===== config.mk =====
export PLATFORM = sky130hd
export DESIGN_NAME = interval_timer_three_channel_flat
export DESIGN_NICKNAME = d
export VERILOG_FILES = /design/src/hdl/itmr_pkg.sv /design/src/hdl/itmr_if.sv /design/src/hdl/itmr_channel.sv /design/src/hdl/interval_timer_three_channel.sv /design/src/flat_wrapper.sv
export SDC_FILE = /design/constraint.sdc
export NUM_CORES = 1
export LEC_CHECK = 0
export BUFFER_PORTS_ARGS = -buffer_cell sky130_fd_sc_hd__buf_2
export CORE_ASPECT_RATIO = 0.75
export CORE_MARGIN = 2
export CORE_UTILIZATION = 40
export CTS_BUF_LIST = sky130_fd_sc_hd__clkbuf_2
export DETAILED_ROUTE_END_ITERATION = 7
export HOLD_SLACK_MARGIN = 0.1
export PLACE_DENSITY = 0.58
export SETUP_SLACK_MARGIN = 0.1
export SYNTH_ARGS = -nofsm -noshare
export SYNTH_HDL_FRONTEND = slang
export SYNTH_HIERARCHICAL = 1
export SYNTH_SLANG_ARGS = --single-unit

===== constraint.sdc =====
create_clock -name clk -period 4.49 [get_ports clk]
set_input_delay 0.2245 -clock clk [delete_from_list [all_inputs] [get_ports clk]]
set_output_delay 0.2245 -clock clk [all_outputs]
set_load 0.05 [all_outputs]

===== src/hdl/itmr_pkg.sv =====
// ----------------------------------------------------------------------------
// itmr_pkg
// Shared codes, reset values, command struct and count helpers for the
// three channel interval timer.
// ----------------------------------------------------------------------------
package itmr_pkg;

  // bus beat action codes
  localparam logic [1:0] ACT_TICK  = 2'd0;
  localparam logic [1:0] ACT_READ  = 2'd1;
  localparam logic [1:0] ACT_WRITE = 2'd2;

  // port offset of the control word
  localparam logic [1:0] PORT_CTRL = 2'd3;

  // channel field of a control word that means readback
  localparam logic [1:0] CH_READBACK = 2'd3;

  // read/write mode codes, control word bits 5:4
  localparam logic [1:0] RW_LATCH = 2'd0;
  localparam logic [1:0] RW_LSB   = 2'd1;
  localparam logic [1:0] RW_MSB   = 2'd2;
  localparam logic [1:0] RW_WORD  = 2'd3;

  // counting modes
  localparam logic [2:0] MODE_RATE   = 3'd2;
  localparam logic [2:0] MODE_SQUARE = 3'd3;
  localparam logic [2:0] MODE_FIRST_DEAD = 3'd6;

  localparam logic [7:0]  CTRL_READ_BYTE = 8'hFF;
  localparam logic [7:0]  STATUS_MASK    = 8'h3F;
  localparam logic [7:0]  STATUS_NULL    = 8'h40;
  localparam logic [15:0] BCD_LIMIT      = 16'h9999;
  localparam logic [15:0] BIN_LIMIT      = 16'hFFFF;

  localparam logic [7:0]  RESET_CW0     = 8'h36;
  localparam logic [7:0]  RESET_CW1     = 8'h74;
  localparam logic [7:0]  RESET_CW2     = 8'hB6;
  localparam logic [15:0] RESET_RELOAD0 = 16'hFFFF;
  localparam logic [15:0] RESET_RELOAD1 = 16'h0012;
  localparam logic [15:0] RESET_RELOAD2 = 16'h0001;

  // per channel command decoded from one bus beat
  typedef struct packed {
    logic       tick;
    logic       rd;
    logic       wr;
    logic       prog;
    logic       latch;
    logic       status;
    logic [7:0] data;
  } chan_cmd_t;

  function automatic logic [7:0] reset_cw(input logic [1:0] idx);
    logic [7:0] r;
    case (idx)
      2'd0:    r = RESET_CW0;
      2'd1:    r = RESET_CW1;
      default: r = RESET_CW2;
    endcase
    return r;
  endfunction

  function automatic logic [15:0] reset_reload(input logic [1:0] idx);
    logic [15:0] r;
    case (idx)
      2'd0:    r = RESET_RELOAD0;
      2'd1:    r = RESET_RELOAD1;
      default: r = RESET_RELOAD2;
    endcase
    return r;
  endfunction

  // each nibble taken modulo ten
  function automatic logic [15:0] bcd_fix(input logic [15:0] v);
    logic [15:0] r;
    logic [3:0]  nib;
    r = '0;
    for (int i = 0; i < 4; i++) begin
      nib = v[4*i +: 4];
      r[4*i +: 4] = (nib > 4'd9) ? (nib - 4'd10) : nib;
    end
    return r;
  endfunction

  // decimal decrement of a valid bcd word (never called with zero)
  function automatic logic [15:0] bcd_dec(input logic [15:0] v);
    logic [15:0] r;
    logic [3:0]  nib;
    logic        borrow;
    r      = v;
    borrow = 1'b1;
    for (int i = 0; i < 4; i++) begin
      nib = v[4*i +: 4];
      if (borrow) begin
        if (nib == 4'd0) begin
          r[4*i +: 4] = 4'd9;
        end else begin
          r[4*i +: 4] = nib - 4'd1;
          borrow      = 1'b0;
        end
      end
    end
    return r;
  endfunction

  // start value in the count encoding (bcd digits in bcd mode)
  function automatic logic [15:0] start_value(input logic [15:0] reload, input logic bcd);
    return bcd ? bcd_fix(reload) : reload;
  endfunction

  function automatic logic mode_runs(input logic [7:0] cw);
    return cw[3:1] < MODE_FIRST_DEAD;
  endfunction

  function automatic logic [15:0] count_limit(input logic [7:0] cw, input logic [15:0] reload);
    logic [15:0] r;
    if (cw[3:1] == MODE_RATE || cw[3:1] == MODE_SQUARE) begin
      r = start_value(reload, cw[0]);
    end else begin
      r = cw[0] ? BCD_LIMIT : BIN_LIMIT;
    end
    return r;
  endfunction

endpackage


===== src/hdl/itmr_if.sv =====
// ----------------------------------------------------------------------------
// itmr_if
// Valid/ready channels of the interval timer: bus beat in, read byte out.
// ----------------------------------------------------------------------------
interface itmr_in_if;
  logic       valid;
  logic       ready;
  logic [1:0] action;
  logic [1:0] port_select;
  logic [7:0] data;

  modport source (output valid, output action, output port_select, output data,
                  input ready);
  modport sink (input valid, input action, input port_select, input data,
                output ready);
endinterface

interface itmr_out_if;
  logic       valid;
  logic       ready;
  logic [7:0] read_data;

  modport source (output valid, output read_data, input ready);
  modport sink (input valid, input read_data, output ready);
endinterface


===== src/hdl/itmr_channel.sv =====
// ----------------------------------------------------------------------------
// itmr_channel
// One counter channel: control word, reload, count, latch and byte toggles.
// ----------------------------------------------------------------------------
module itmr_channel #(
  parameter int CH_ID = 0
) (
  input  logic                 clk,
  input  logic                 rst_n,
  input  itmr_pkg::chan_cmd_t  cmd,
  output logic [7:0]           rd_byte
);

  logic [7:0]  cw_r, cw_nxt;
  logic [15:0] reload_r, reload_nxt;
  logic [15:0] count_r, count_nxt;
  logic [15:0] latched_r, latched_nxt;
  logic        rt_r, rt_nxt;
  logic        wt_r, wt_nxt;
  logic        lv_r, lv_nxt;
  logic        lp_r, lp_nxt;
  logic        sp_r, sp_nxt;

  logic [15:0] cur_val;
  logic [15:0] rd_val;
  logic [15:0] lim;
  logic [15:0] reload_new;
  logic        wt_new;
  logic [7:0]  rst_cw;
  logic [15:0] rst_reload;

  assign rst_cw     = itmr_pkg::reset_cw(2'(CH_ID));
  assign rst_reload = itmr_pkg::reset_reload(2'(CH_ID));

  // visible count, zero while a load is pending or the mode is dead
  assign cur_val = (lp_r || !itmr_pkg::mode_runs(cw_r)) ? 16'd0 : count_r;
  assign rd_val  = lv_r ? latched_r : cur_val;
  assign lim     = itmr_pkg::count_limit(cw_r, reload_r);

  // next state for the one command of this beat
  always_comb begin
    cw_nxt      = cw_r;
    reload_nxt  = reload_r;
    count_nxt   = count_r;
    latched_nxt = latched_r;
    rt_nxt      = rt_r;
    wt_nxt      = wt_r;
    lv_nxt      = lv_r;
    lp_nxt      = lp_r;
    sp_nxt      = sp_r;
    rd_byte     = 8'd0;
    reload_new  = reload_r;
    wt_new      = wt_r;

    // timer tick: decrement, wrap at the limit
    if (cmd.tick && !lp_r && itmr_pkg::mode_runs(cw_r)) begin
      if (count_r == 16'd0 || count_r > lim) begin
        count_nxt = lim;
      end else if (cw_r[0]) begin
        count_nxt = itmr_pkg::bcd_dec(count_r);
      end else begin
        count_nxt = count_r - 16'd1;
      end
    end

    // counter read: status byte first, then count bytes
    if (cmd.rd) begin
      if (sp_r) begin
        sp_nxt  = 1'b0;
        rd_byte = (cw_r & itmr_pkg::STATUS_MASK) | (lp_r ? itmr_pkg::STATUS_NULL : 8'd0);
      end else begin
        unique case (cw_r[5:4])
          itmr_pkg::RW_LSB: begin
            lv_nxt  = 1'b0;
            rd_byte = rd_val[7:0];
          end
          itmr_pkg::RW_MSB: begin
            lv_nxt  = 1'b0;
            rd_byte = rd_val[15:8];
          end
          itmr_pkg::RW_WORD: begin
            rt_nxt = !rt_r;
            if (!rt_r) begin
              rd_byte = rd_val[7:0];
            end else begin
              lv_nxt  = 1'b0;
              rd_byte = rd_val[15:8];
            end
          end
          itmr_pkg::RW_LATCH: begin
            rd_byte = 8'd0;
          end
        endcase
      end
    end

    // counter write: reload bytes, restart once the load is complete
    if (cmd.wr) begin
      lp_nxt = 1'b1;
      unique case (cw_r[5:4])
        itmr_pkg::RW_LSB: begin
          reload_new[7:0] = cmd.data;
        end
        itmr_pkg::RW_MSB: begin
          reload_new[15:8] = cmd.data;
        end
        itmr_pkg::RW_WORD: begin
          if (!wt_r) begin
            wt_new          = 1'b1;
            reload_new[7:0] = cmd.data;
          end else begin
            wt_new           = 1'b0;
            reload_new[15:8] = cmd.data;
          end
        end
        itmr_pkg::RW_LATCH: begin
          reload_new = reload_r;
        end
      endcase
      reload_nxt = reload_new;
      wt_nxt     = wt_new;
      if (cw_r[5:4] != itmr_pkg::RW_LATCH && !wt_new) begin
        count_nxt = itmr_pkg::start_value(reload_new, cw_r[0]);
        lp_nxt    = 1'b0;
      end
    end

    // count latch, ignored while a latch is held
    if (cmd.latch && !lv_r) begin
      lv_nxt      = 1'b1;
      latched_nxt = cur_val;
    end

    if (cmd.status) begin
      sp_nxt = 1'b1;
    end

    // programming control word
    if (cmd.prog) begin
      cw_nxt     = cmd.data;
      reload_nxt = 16'd0;
      rt_nxt     = 1'b0;
      wt_nxt     = 1'b0;
      lv_nxt     = 1'b0;
      sp_nxt     = 1'b0;
      lp_nxt     = 1'b1;
    end
  end

  // channel state
  always_ff @(posedge clk) begin
    if (!rst_n) begin
      cw_r      <= rst_cw;
      reload_r  <= rst_reload;
      count_r   <= itmr_pkg::start_value(rst_reload, rst_cw[0]);
      latched_r <= 16'd0;
      rt_r      <= 1'b0;
      wt_r      <= 1'b0;
      lv_r      <= 1'b0;
      lp_r      <= 1'b0;
      sp_r      <= 1'b0;
    end else begin
      cw_r      <= cw_nxt;
      reload_r  <= reload_nxt;
      count_r   <= count_nxt;
      latched_r <= latched_nxt;
      rt_r      <= rt_nxt;
      wt_r      <= wt_nxt;
      lv_r      <= lv_nxt;
      lp_r      <= lp_nxt;
      sp_r      <= sp_nxt;
    end
  end

endmodule


===== src/hdl/interval_timer_three_channel.sv =====
// ----------------------------------------------------------------------------
// interval_timer_three_channel
// Three channel interval timer driven by tick, read and write bus beats.
// ----------------------------------------------------------------------------
//
//   channel  modport  payload                        beat moves
//   in_ch    sink     action, port_select, data      tick, byte read, byte write
//   out_ch   source   read_data                      one byte per read beat
//
// One beat per cycle: an input register feeds the channel decode and update
// logic, whose read byte lands in the output register. A read raises
// out_ch.valid through the output register once its beat leaves the input
// register, and the byte is taken while out_ch.ready is high. Reset is
// synchronous and restores the power-on control words and reload values.
// While a result waits, a read beat holds in the input register and stalls
// the beats behind it; ticks and writes pass a full output register.
//
module interval_timer_three_channel #(
  parameter int NUM_CHANNELS = 3
) (
  input  logic        clk,
  input  logic        rst_n,
  itmr_in_if.sink     in_ch,
  itmr_out_if.source  out_ch
);

  logic       in_valid_r;
  logic [1:0] act_r;
  logic [1:0] port_r;
  logic [7:0] data_r;
  logic       out_valid_r;
  logic [7:0] out_data_r;

  logic       in_ready;
  logic       is_read;
  logic       fire;
  logic       ctrl_wr;
  logic       readback;
  logic [7:0] chan_or;
  logic [7:0] read_byte;

  logic [7:0]          chan_byte [NUM_CHANNELS];
  itmr_pkg::chan_cmd_t chan_cmd  [NUM_CHANNELS];

  // stage handshake, reads wait for a free output register
  assign is_read  = (act_r == itmr_pkg::ACT_READ);
  assign fire     = in_valid_r && (!is_read || !out_valid_r || out_ch.ready);
  assign in_ready = !in_valid_r || fire;
  assign in_ch.ready = in_ready;

  // input register
  always_ff @(posedge clk) begin
    if (!rst_n) begin
      in_valid_r <= 1'b0;
    end else if (in_ready) begin
      in_valid_r <= in_ch.valid;
    end
  end

  always_ff @(posedge clk) begin
    if (in_ready && in_ch.valid) begin
      act_r  <= in_ch.action;
      port_r <= in_ch.port_select;
      data_r <= in_ch.data;
    end
  end

  // control word decode shared by all channels
  assign ctrl_wr  = fire && (act_r == itmr_pkg::ACT_WRITE) && (port_r == itmr_pkg::PORT_CTRL);
  assign readback = (data_r[7:6] == itmr_pkg::CH_READBACK);

  // channels
  for (genvar k = 0; k < NUM_CHANNELS; k++) begin : g_chan
    always_comb begin
      chan_cmd[k].tick   = fire && (act_r == itmr_pkg::ACT_TICK);
      chan_cmd[k].rd     = fire && is_read && (port_r == 2'(k));
      chan_cmd[k].wr     = fire && (act_r == itmr_pkg::ACT_WRITE) && (port_r == 2'(k));
      chan_cmd[k].prog   = ctrl_wr && !readback && (data_r[7:6] == 2'(k)) &&
                           (data_r[5:4] != itmr_pkg::RW_LATCH);
      chan_cmd[k].latch  = ctrl_wr &&
                           ((!readback && (data_r[7:6] == 2'(k)) &&
                             (data_r[5:4] == itmr_pkg::RW_LATCH)) ||
                            (readback && data_r[k+1] && !data_r[5]));
      chan_cmd[k].status = ctrl_wr && readback && data_r[k+1] && !data_r[4];
      chan_cmd[k].data   = data_r;
    end

    itmr_channel #(
      .CH_ID (k)
    ) u_chan (
      .clk     (clk),
      .rst_n   (rst_n),
      .cmd     (chan_cmd[k]),
      .rd_byte (chan_byte[k])
    );
  end

  // read byte select, idle channels drive zero
  always_comb begin
    chan_or = 8'd0;
    for (int k = 0; k < NUM_CHANNELS; k++) begin
      chan_or = chan_or | chan_byte[k];
    end
    if (port_r == itmr_pkg::PORT_CTRL || int'(port_r) >= NUM_CHANNELS) begin
      read_byte = itmr_pkg::CTRL_READ_BYTE;
    end else begin
      read_byte = chan_or;
    end
  end

  // output register
  always_ff @(posedge clk) begin
    if (!rst_n) begin
      out_valid_r <= 1'b0;
    end else if (fire && is_read) begin
      out_valid_r <= 1'b1;
    end else if (out_ch.ready) begin
      out_valid_r <= 1'b0;
    end
  end

  always_ff @(posedge clk) begin
    if (fire && is_read) begin
      out_data_r <= read_byte;
    end
  end

  assign out_ch.valid     = out_valid_r;
  assign out_ch.read_data = out_data_r;

`ifndef SYNTHESIS
  // a read that leaves the stage always shows up as a result beat
  a_read_lands: assert property (@(posedge clk) disable iff (!rst_n)
    fire && is_read |=> out_valid_r)
    else $error("read beat did not reach the output register");

  // ticks and writes never stall in the stage
  a_nonread_flows: assert property (@(posedge clk) disable iff (!rst_n)
    in_valid_r && !is_read |-> fire)
    else $error("non-read beat stalled");

  // a read must not overwrite an unaccepted result
  a_no_overwrite: assert property (@(posedge clk) disable iff (!rst_n)
    out_valid_r && !out_ch.ready && in_valid_r && is_read |-> !fire)
    else $error("read beat overwrote a pending result");

  // a held result keeps its byte while stalled
  a_result_holds: assert property (@(posedge clk) disable iff (!rst_n)
    out_valid_r && !out_ch.ready |=> out_valid_r && $stable(out_data_r))
    else $error("pending result changed");
`endif

endmodule

===== src/flat_wrapper.sv =====
// flat-port wrapper written by rule: the top's interface ports become plain ports
module interval_timer_three_channel_flat 
#(
  parameter int NUM_CHANNELS = 3
)
  (clk, rst_n, in_ch_valid, in_ch_action, in_ch_port_select, in_ch_data, in_ch_ready, out_ch_valid, out_ch_read_data, out_ch_ready);
  itmr_in_if in_ch_i ();
  itmr_out_if out_ch_i ();
  input  logic clk;
  input  logic rst_n;
  input wire logic [$bits(in_ch_i.valid)-1:0] in_ch_valid;
  input wire logic [$bits(in_ch_i.action)-1:0] in_ch_action;
  input wire logic [$bits(in_ch_i.port_select)-1:0] in_ch_port_select;
  input wire logic [$bits(in_ch_i.data)-1:0] in_ch_data;
  output wire logic [$bits(in_ch_i.ready)-1:0] in_ch_ready;
  output wire logic [$bits(out_ch_i.valid)-1:0] out_ch_valid;
  output wire logic [$bits(out_ch_i.read_data)-1:0] out_ch_read_data;
  input wire logic [$bits(out_ch_i.ready)-1:0] out_ch_ready;
  assign in_ch_i.valid = in_ch_valid;
  assign in_ch_i.action = in_ch_action;
  assign in_ch_i.port_select = in_ch_port_select;
  assign in_ch_i.data = in_ch_data;
  assign in_ch_ready = in_ch_i.ready;
  assign out_ch_valid = out_ch_i.valid;
  assign out_ch_read_data = out_ch_i.read_data;
  assign out_ch_i.ready = out_ch_ready;
  interval_timer_three_channel #(.NUM_CHANNELS(NUM_CHANNELS)) u_core (.clk(clk), .rst_n(rst_n), .in_ch(in_ch_i), .out_ch(out_ch_i));
endmodule

==> out/qor.txt <==
vias per inst = 6.08
post-synthesis adder-cell area fraction = 7.66%
vias in the first global route = 13000
Clock Tree Buf Depth = 2
clk slew on worst S/H paths = 0.30 ns
Synth Area in Simple Gates = 23.0%
Die W = 225 um
slowest cell on the critical path = or4_1
RR Startpoint = u_core/g_chan[0].u_chan/cw_r[2]$_SDFFE_PN1P_
Layout area overhead = 7.19%
Static Leakage = 6.02 nW
critical path class = flop to flop
CP startpoint kind = flop
Total Wirelength = 48400 um
XOR/XNOR Fraction of Synth Area = 1.19%
number of fillers in the final layout = 3686
GRT Overall Usage = 25.3%
met2 Use GR = 36.3%
Syn Area/Cell = 7.55 um2
CTS H-tree lvls = 4
layout cells sized above 1 = 8.24%
status = finished, final reports clean
gpl congestion = 0.918
Final Max Tran Viols = 0
largest family of logic cells by synthesized area = compound AO/OA/AOI/OAI gates
Main synth FF type = dfxtp_1
Final setup viols = 0
row cnt = 60
RSZ-0062 raised after global routing = no
Final Hold Violating Endpoints = 0
total grt overflow = 0
minimum clock period = 4.09 ns
antenna violations before repair = 1
first-pass GRT wire length = 76100 um
max cap viols = 0
Finished Layout Cells = 2407
GRT Max-Usage Layer = met1
crit end category = flop
largest net degree at the start of global routing = 53
synthesized flop and latch total = 199
Starting Density = 40.8%
required time of the critical path = 5.29 ns
relative slew slack = 23.4%
Buffers on Ports = 25
CTS tree = built
worst path bufs/invs = 1
CP arrival = 4.90 ns
total die area = 38300 um2
sequential area share after synthesis = 28.5%
Fin Setup TNS = 0 ns
pin slew with the least headroom to its limit = 1.15 ns
placed cell count = 2346
Worst Hold Class = primary input to flop
Post-CTS Setup Inserts = 0
pwr dens = 226 nW/um2
critical-path maximum fanout = 12
clock sink count = 199
Cells after Synth = 1948
met1 Resource Use GR = 38.9%
WL/cell = 20.1 um
mux cell area share after synthesis = 4.71%
vias = 14600
drc violations = 0
Tcrit/Tclk final = 91.2%
Syn Nets = 2054
area of the mapped netlist = 14700 um2
Root Buffer = clkbuf_2
DR iter-0 viols = 1727
final setup margin = 0.397 ns
Post-synth EDFFs = 20
final core utilization = 43.7%
Worst-Skew Late Latency = 0.88 ns
crit path from = u_core/g_chan[0].u_chan/cw_r[2]$_SDFFE_PN1P_
PostCTS Resize Cnt = 0
post-route ant nets = 0
dpl hpwl = 35200 um
CP cell instances = nor2b_1 -> nor2_1 -> a41o_1 -> a21oi_1 -> ha_1 -> nand4_1 -> or4_1 -> or2_2 -> o31a_1 -> nor2_2 -> buf_4 -> o32ai_1 -> a311oi_1
Min-Delay Startpoint = in_ch_valid
Core ar. = 36000 um2
skew final = 0.0642 ns
Num CTS Buffers = 17
Netlist cell types = 98
Async SR Flop Fraction = 0%
pre-CTS setup slack = 0.552 ns
Final nets = 2034
peak supply drop = 0.000144 V
post-synthesis compound-gate area fraction = 29.2%
kind of cell adding the most delay to the critical path = simple AND/OR/NAND/NOR gates
hold_ws = 0.316 ns
Ys Warns = 6
M3 GR Usage = 4.75%
FMAX = 244 MHz
Max stage delay on crit path = 0.59 ns
Die H = 170 um
io pins = 26
Pre-Repair DR Iteration Count = 6
==> layout make-up <==
cell class                      count  area [um2]  share of cell area [%]
Antenna cell                        1        2.50                  0.0159
Sequential cell                   199        4180                    26.5
Tap cell                          465         582                    3.69
Clock inverter                     13         205                    1.30
Inverter                           71         267                    1.69
Multi-Input combinational cell   1544        9700                    61.6
Clock buffer                       19        95.1                   0.603
Timing Repair Buffer               95         723                    4.59
==> where the power goes <==
group	switching [mW]	leakage, nW	internal (mW)	total (mW)
Clock	0.670	0.177	0.427	1.10
Sequential	0.0504	1.64	1.83	1.88
Combinational	0.356	4.21	0.229	0.585
==> worst register-to-register path: cells and delay by family (launching register included) <==
| family | cells | cell delay [ns] |
|---|---|---|
| compound gates | 5 | 0.92 |
| flops | 1 | 0.46 |
| fa+ha+maj | 1 | 0.18 |
| simple gates | 6 | 2.22 |
| buf+inv | 1 | 0.25 |
==> worst paths after layout <==
check	endpoint	slack, ns	cells past startpoint
worst min-delay path	u_core/data_r[5]$_DFFE_PP_	0.32	3
worst max register to register	u_core/g_chan[0].u_chan/count_r[8]$_SDFF_PN1_	0.40	13
worst max-delay path	u_core/g_chan[0].u_chan/count_r[8]$_SDFF_PN1_	0.40	13
worst min register to register	u_core/g_chan[2].u_chan/latched_r[8]$_SDFFE_PN0P_	0.47	2
==> cells in the final DEF (no fill, tap or decap), types with 28 or more instances in the layout <==
master	Yosys	final
a211oi_1	52	52
a21oi_1	159	158
a22oi_1	56	56
and2_1	41	41
buf_4	0	43
dfxtp_1	179	179
dlygate4sd3_1	0	28
ha_1	90	90
inv_1	70	70
mux2i_1	44	44
nand2_1	282	282
nand3_1	44	44
nor2_1	147	145
o21ai_0	200	200
==> state kept, by name, indices dropped and copies added, names as in the netlist <==
signal                          flops
u_core/out_ch.valid                 1
u_core/in_valid_r                   1
u_core/act_r                        2
u_core/g_chan.u_chan/sp_r           3
u_core/g_chan.u_chan/lv_r           3
u_core/g_chan.u_chan/wt_r           3
u_core/g_chan.u_chan/count_r       48
u_core/data_r                       8
u_core/out_ch.read_data             8
u_core/g_chan.u_chan/reload_r      48
u_core/g_chan.u_chan/cw_r          18
u_core/g_chan.u_chan/latched_r     48
u_core/g_chan.u_chan/rt_r           3
u_core/port_r                       2
u_core/g_chan.u_chan/lp_r           3
==> cell usage after synthesis, types with 18 or more instances <==
cell type / n / area (um2)
nand2b_1: 26 / 163
a21oi_1: 159 / 796
inv_1: 70 / 263
nor3_1: 26 / 130
o21ai_0: 200 / 1000
clkbuf_1: 114 / 428
nand2_1: 282 / 1060
nor4_1: 18 / 113
and2_1: 41 / 257
a221oi_1: 23 / 201
mux2i_1: 44 / 440
nor2_1: 147 / 552
a211oi_1: 52 / 390
nand3_1: 44 / 220
a22oi_1: 56 / 420
ha_1: 90 / 1130
nand3b_1: 20 / 150
edfxtp_1: 20 / 601
dfxtp_1: 179 / 3580
a31oi_1: 18 / 113
==> kinds of logic after synthesis <==
kind of cell | Yosys count
simple gates | 699
compound gates | 670
buf+inv | 205
flops | 199
fa+ha+maj | 90
mux | 65
xor+xnor | 20
==> metal layers <==
| layer | wire, um | vias up |
|---|---|---|
| met4 | 542 | 0 |
| met1 | 24400 | 6991 |
| met2 | 19800 | 510 |
| met5 | 0 | - |
| met3 | 3650 | 44 |
| li1 | - | 7092 |
==> per-stage QoR <==
stage,power (mW),instance area [um2]
5_1_grt,3.71,15800
2_1_floorplan,2.31,14700
3_5_place_dp,2.46,15200
6_report,3.56,15800
4_1_cts,3.59,15800
3_3_place_gp,2.45,15200
==> what timing repair did <==
action,CTS,global route
endpoints found under the hold margin,91,0
hold buffers,28,0
setup endpoints to repair,0,0
Power figures use the tool's default switching activity.
